$ cat src/design/rgs_pkg.sv
package rgs_pkg;

  // coordinate width covers any image dimension the 7-bit registers can hold
  localparam int COORD_W = 7;
  localparam int DIR_W = 3;
  localparam int STK_W = 2 * COORD_W + DIR_W;

  // walk directions, tried in this order
  localparam logic [DIR_W-1:0] DIR_UP    = 3'd0;
  localparam logic [DIR_W-1:0] DIR_RIGHT = 3'd1;
  localparam logic [DIR_W-1:0] DIR_DOWN  = 3'd2;
  localparam logic [DIR_W-1:0] DIR_LEFT  = 3'd3;
  localparam logic [DIR_W-1:0] DIR_DONE  = 3'd4;

  // configuration register indexes
  localparam logic REG_WIDTH  = 1'b0;
  localparam logic REG_HEIGHT = 1'b1;

  typedef enum logic [1:0] {
    REQ_LOAD  = 2'd0,
    REQ_GROW  = 2'd1,
    REQ_QUERY = 2'd2
  } req_e;

  typedef enum logic [1:0] {
    ADDR_REQ,
    ADDR_NBR,
    ADDR_CLR
  } addr_sel_e;

  typedef enum logic [3:0] {
    ST_CLEAR,
    ST_IDLE,
    ST_DISPATCH,
    ST_G_SEED,
    ST_G_DIR,
    ST_G_RD,
    ST_G_CMP,
    ST_G_POP,
    ST_Q_ME,
    ST_Q_DIR,
    ST_Q_CHK,
    ST_FIN
  } state_e;

  typedef struct packed {
    logic      cap;
    addr_sel_e addr_sel;
    logic      lbl_we;
    logic      pix_we;
    logic      seed_claim;
    logic      cur_init;
    logic      mul;
    logic      claim;
    logic      dir_inc;
    logic      pop;
    logic      bnd_chk;
    logic      res_ld;
    logic      clr_inc;
  } cmd_t;

  typedef struct packed {
    logic in_image;
    logic lab_nz;
    req_e req_type;
    logic lbl_zero;
    logic claim_ok;
    logic nbr_ok;
    logic dir_end;
    logic sp_zero;
    logic out_full;
    logic clr_last;
  } status_t;

endpackage

$ cat src/design/rgs_ctrl.sv
module rgs_ctrl (
  input  logic             clk_i,
  input  logic             rst_ni,
  input  logic             req_valid_i,
  output logic             req_ready_o,
  input  rgs_pkg::status_t sts_i,
  output rgs_pkg::cmd_t    cmd_o
);

  rgs_pkg::state_e state_q, state_d;

  // state register
  always_ff @(posedge clk_i or negedge rst_ni) begin
    if (!rst_ni) begin
      state_q <= rgs_pkg::ST_CLEAR;
    end else begin
      state_q <= state_d;
    end
  end

  // next state and commands
  always_comb begin
    state_d = state_q;
    cmd_o = '0;
    cmd_o.addr_sel = rgs_pkg::ADDR_REQ;
    req_ready_o = 1'b0;
    case (state_q)
      rgs_pkg::ST_CLEAR: begin
        cmd_o.addr_sel = rgs_pkg::ADDR_CLR;
        cmd_o.lbl_we = 1'b1;
        cmd_o.clr_inc = 1'b1;
        if (sts_i.clr_last) state_d = rgs_pkg::ST_IDLE;
      end
      rgs_pkg::ST_IDLE: begin
        req_ready_o = 1'b1;
        if (req_valid_i) begin
          cmd_o.cap = 1'b1;
          state_d = rgs_pkg::ST_DISPATCH;
        end
      end
      rgs_pkg::ST_DISPATCH: begin
        state_d = rgs_pkg::ST_FIN;
        if (sts_i.in_image) begin
          case (sts_i.req_type)
            rgs_pkg::REQ_LOAD: begin
              cmd_o.pix_we = 1'b1;
              cmd_o.lbl_we = 1'b1;
            end
            rgs_pkg::REQ_GROW: begin
              if (sts_i.lab_nz) state_d = rgs_pkg::ST_G_SEED;
            end
            rgs_pkg::REQ_QUERY: state_d = rgs_pkg::ST_Q_ME;
            default: state_d = rgs_pkg::ST_FIN;
          endcase
        end
      end
      // seed label and pixel are in the read registers here
      rgs_pkg::ST_G_SEED: begin
        if (sts_i.lbl_zero) begin
          cmd_o.seed_claim = 1'b1;
          cmd_o.lbl_we = 1'b1;
          state_d = rgs_pkg::ST_G_DIR;
        end else begin
          state_d = rgs_pkg::ST_FIN;
        end
      end
      rgs_pkg::ST_G_DIR: begin
        cmd_o.addr_sel = rgs_pkg::ADDR_NBR;
        if (sts_i.dir_end) begin
          state_d = sts_i.sp_zero ? rgs_pkg::ST_FIN : rgs_pkg::ST_G_POP;
        end else if (sts_i.nbr_ok) begin
          state_d = rgs_pkg::ST_G_RD;
        end else begin
          cmd_o.dir_inc = 1'b1;
        end
      end
      rgs_pkg::ST_G_RD: begin
        cmd_o.addr_sel = rgs_pkg::ADDR_NBR;
        cmd_o.mul = 1'b1;
        state_d = rgs_pkg::ST_G_CMP;
      end
      rgs_pkg::ST_G_CMP: begin
        cmd_o.addr_sel = rgs_pkg::ADDR_NBR;
        if (sts_i.claim_ok) begin
          cmd_o.claim = 1'b1;
          cmd_o.lbl_we = 1'b1;
        end else begin
          cmd_o.dir_inc = 1'b1;
        end
        state_d = rgs_pkg::ST_G_DIR;
      end
      rgs_pkg::ST_G_POP: begin
        cmd_o.pop = 1'b1;
        state_d = rgs_pkg::ST_G_DIR;
      end
      rgs_pkg::ST_Q_ME: begin
        cmd_o.cur_init = 1'b1;
        state_d = rgs_pkg::ST_Q_DIR;
      end
      rgs_pkg::ST_Q_DIR: begin
        cmd_o.addr_sel = rgs_pkg::ADDR_NBR;
        if (sts_i.dir_end) begin
          state_d = rgs_pkg::ST_FIN;
        end else if (sts_i.nbr_ok) begin
          state_d = rgs_pkg::ST_Q_CHK;
        end else begin
          cmd_o.dir_inc = 1'b1;
        end
      end
      rgs_pkg::ST_Q_CHK: begin
        cmd_o.addr_sel = rgs_pkg::ADDR_NBR;
        cmd_o.bnd_chk = 1'b1;
        cmd_o.dir_inc = 1'b1;
        state_d = rgs_pkg::ST_Q_DIR;
      end
      rgs_pkg::ST_FIN: begin
        if (!sts_i.out_full) begin
          cmd_o.res_ld = 1'b1;
          state_d = rgs_pkg::ST_IDLE;
        end
      end
      default: state_d = rgs_pkg::ST_IDLE;
    endcase
  end

endmodule

$ cat config.mk
export PLATFORM = sky130hd
export DESIGN_NAME = rgs_ctrl
export DESIGN_NICKNAME = d
export VERILOG_FILES = /design/src/design/rgs_pkg.sv /design/src/design/rgs_ctrl.sv
export SDC_FILE = /design/constraint.sdc
export NUM_CORES = 1
export LEC_CHECK = 0
export BUFFER_PORTS_ARGS = -buffer_cell sky130_fd_sc_hd__buf_4
export CAP_MARGIN = 20
export CORE_MARGIN = 5
export CORE_UTILIZATION = 49
export CTS_BUF_LIST = sky130_fd_sc_hd__clkbuf_16
export CTS_CLUSTER_DIAMETER = 60
export DETAILED_ROUTE_END_ITERATION = 10
export HOLD_SLACK_MARGIN = 0.03
export PLACE_DENSITY = 0.83
export SYNTH_ARGS = -nofsm -noshare
export SYNTH_HDL_FRONTEND = slang
export SYNTH_SLANG_ARGS = --single-unit
$ cat constraint.sdc
create_clock -name clk_i -period 2.54 [get_ports clk_i]
set_input_delay 0.127 -clock clk_i [delete_from_list [all_inputs] [get_ports clk_i]]
set_output_delay 0.127 -clock clk_i [all_outputs]
set_load 0.02 [all_outputs]
==> metrics <==
RePlAce Congestion=0.788; unrepaired setup endpoints after global routing=false; Ports=29; Num Clock Sinks=4; post-synthesis sequential area ratio=15.6%; CTS Buffer Depth=2; area of the multi-input gates=468 sq um; WL final=1690 um; TNS Setup=0 ns; syn_nets=103; number of port buffers=28; Biggest register=state_q; relative slew slack=64.8%; Synth area leader=dfrtp_1; worst setup margin=0.585 ns; clk slew on worst S/H paths=0.03 ns; area delta synth->final=38.9%; Max-Cap Viols=0; asr flop ratio synth=100%; GRT Total Usage=17.0%; Core ar.=0.00127 sq mm; DRC=0; adder-cell share of the synthesized area=7.78%; drt initial violations=10; top cells by area, synth=dfrtp_1 16%, ha_1 7.8%, o21ai_0 5.4%; Max FO, Critical Path=18; wire length per cell=13.5 um; CTS Hold Buffers Added=1; final count of pins violating max slew=0; Crit path arrival time=1.83 ns; max reg flops=4; Leak=0.443 nW; std cell rows=13; VDD IR max=0.421 mV; setup fix buffers added after clock tree synthesis=0; multiplexer share of the synthesized area=1.56%; antenna cells=0; total gr overflow=0; ANT nets after route=0; ys flop type=dfrtp_1; Reg area=100 sq um; layout cells sized above 1=35.5%; CTS tree=done; CTS root buf=clkbuf_16; post-synth top area share=15.6%; largest net degree at the start of global routing=19; min cycle time layout=1.95 ns; Vias/cell=5.78; status=finished clean; worst setup path class=flip-flop to output port; first-pass GRT wire length=2610 um; Pwr Density=1190 mW/mm^2; Compound-Gate Fraction of Synth Area=25.5%; drt pass-1 iters=4; die area=0.00214 sq mm; Netlist cell types=40; Initial Util=50.7%; largest family of logic cells by synthesized area=simple AND/OR/NAND/NOR gates; YS warnings=0; Mapped Avg Cell Area=7.57 sq um; Post-layout nets=130; xor/xnor cell area share of the yosys netlist=0%; Final period util=76.9%; Syn Inst Count=85; Largest regs=state_q (4); clock skew=0.00302 ns; Vias=723; number of synthesized flops with an enable pin=0; Max Freq=0.512 GHz; die width=46.2 um; simple-gate share of the synthesized area=37.9%; Setup violations, final=0; CTS buffer count=3; RR Startpoint=state_q[3]; Worst setup SP type=flip-flop; Req. time, crit path=2.41 ns; HP Class=input port to flip-flop; Critical Path Source=state_q[3]; Die Ht=46.2 um; endpoint class of the critical path=output port; hpwl dp=1220 um; initial antenna violation count=0; cell area after synthesis=643 sq um; Final Hold Fails=0; vias in the first global route=627; worst-margin pin slew=0.529 ns; post-CTS sizing=0; H-Tree Depth=1; #FFs+latches synth=4; Hold Startpoint=sts_i[1]; Fillers=114; Clk Latency, worst-skew pair=0.23 ns; pre-CTS setup slack=0.832 ns
-- critical path, stage by stage (launching register included) --
cell     delay, ns
dfrtp_1       0.63
and2b_2       0.28
and3_1        0.17
or3b_1        0.36
buf_4         0.16
-- worst paths after layout --
| path | end | slack (ns) | cells after the start |
|---|---|---|---|
| max in group asynchronous | state_q[2] | 2.14 | 2 |
| min | state_q[1] | 0.19 | 2 |
| max | cmd_o[10] | 0.59 | 4 |
| min reg2reg | state_q[2] | 0.77 | 1 |
| min in group asynchronous | state_q[1] | 0.30 | 2 |
| max reg2reg | state_q[1] | 0.88 | 4 |
-- through the flow --
stage	power, mW	hold WS, ns	instances	utilization (%)	cell area [sq um]
3_3_place_gp	0.800	-0.0774	121	63.7	808
6_report	1.06	0.195	125	70.4	893
4_1_cts	1.06	0.190	125	70.4	893
5_1_grt	1.14	0.216	125	70.4	893
3_5_place_dp	0.806	-0.0764	121	63.7	808
2_1_floorplan	0.673	-0.169	85	-	643
-- layout make-up --
cell class	instances	area share, %
well taps	15	2.10
repair buffers	29	24.6
multi-input cells	71	52.4
inverters	3	1.26
clock buffers	3	8.40
flip-flops and latches	4	11.2
-- synth_stat cells, types with 2 or more instances --
cell and number:
inv_1 3, buf_6 2, o21ai_0 7, and2b_2 2, and3_1 2, nor3_1 5, nor2b_1 2, nand2_1 9
and2_1 3, a22oi_1 2, ha_1 4, nand2b_1 3, buf_4 2, nor2_1 8, a32oi_1 2, dfrtp_1 4
a21oi_1 2
-- metal layers --
layer	global-route usage, %	part of all wire [%]	vias up
met5	0	0	-
met4	5.11	0.71	0
met3	3.52	8.1	2
met2	30.5	52	28
met1	19.8	39	332
li1	-	-	361
-- cell usage in the layout, fill, tap and decap left out, types with 2 or more instances in the layout --
master	n
dfrtp_1	4
buf_4	28
o21ai_0	7
a32oi_1	2
a22oi_1	2
clkbuf_16	3
nand2_1	9
and2b_2	2
nand2b_1	3
nor2_1	8
nor3_1	5
and2_1	3
ha_1	4
and3_1	2
inv_1	3
nor2b_1	2
a21oi_1	2
-- logic make-up after synthesis --
logic type,after synthesis
AO/OA/AOI/OAI,23
buffers and inverters,10
multiplexers,1
AND/OR/NAND/NOR,43
adder cells (fa/ha/maj),4
flip-flops,4
-- report_power, final --
| group | total [mW] | switching [mW] | leakage (nW) | internal, mW |
|---|---|---|---|---|
| registers | 0.215 | 0.122 | 0.0496 | 0.0925 |
| logic | 0.600 | 0.302 | 0.356 | 0.298 |
| clock network | 0.244 | 0.0432 | 0.0370 | 0.201 |
| total | 1.06 | 0.468 | 0.443 | 0.592 |
(Power assumes the default switching activity.)
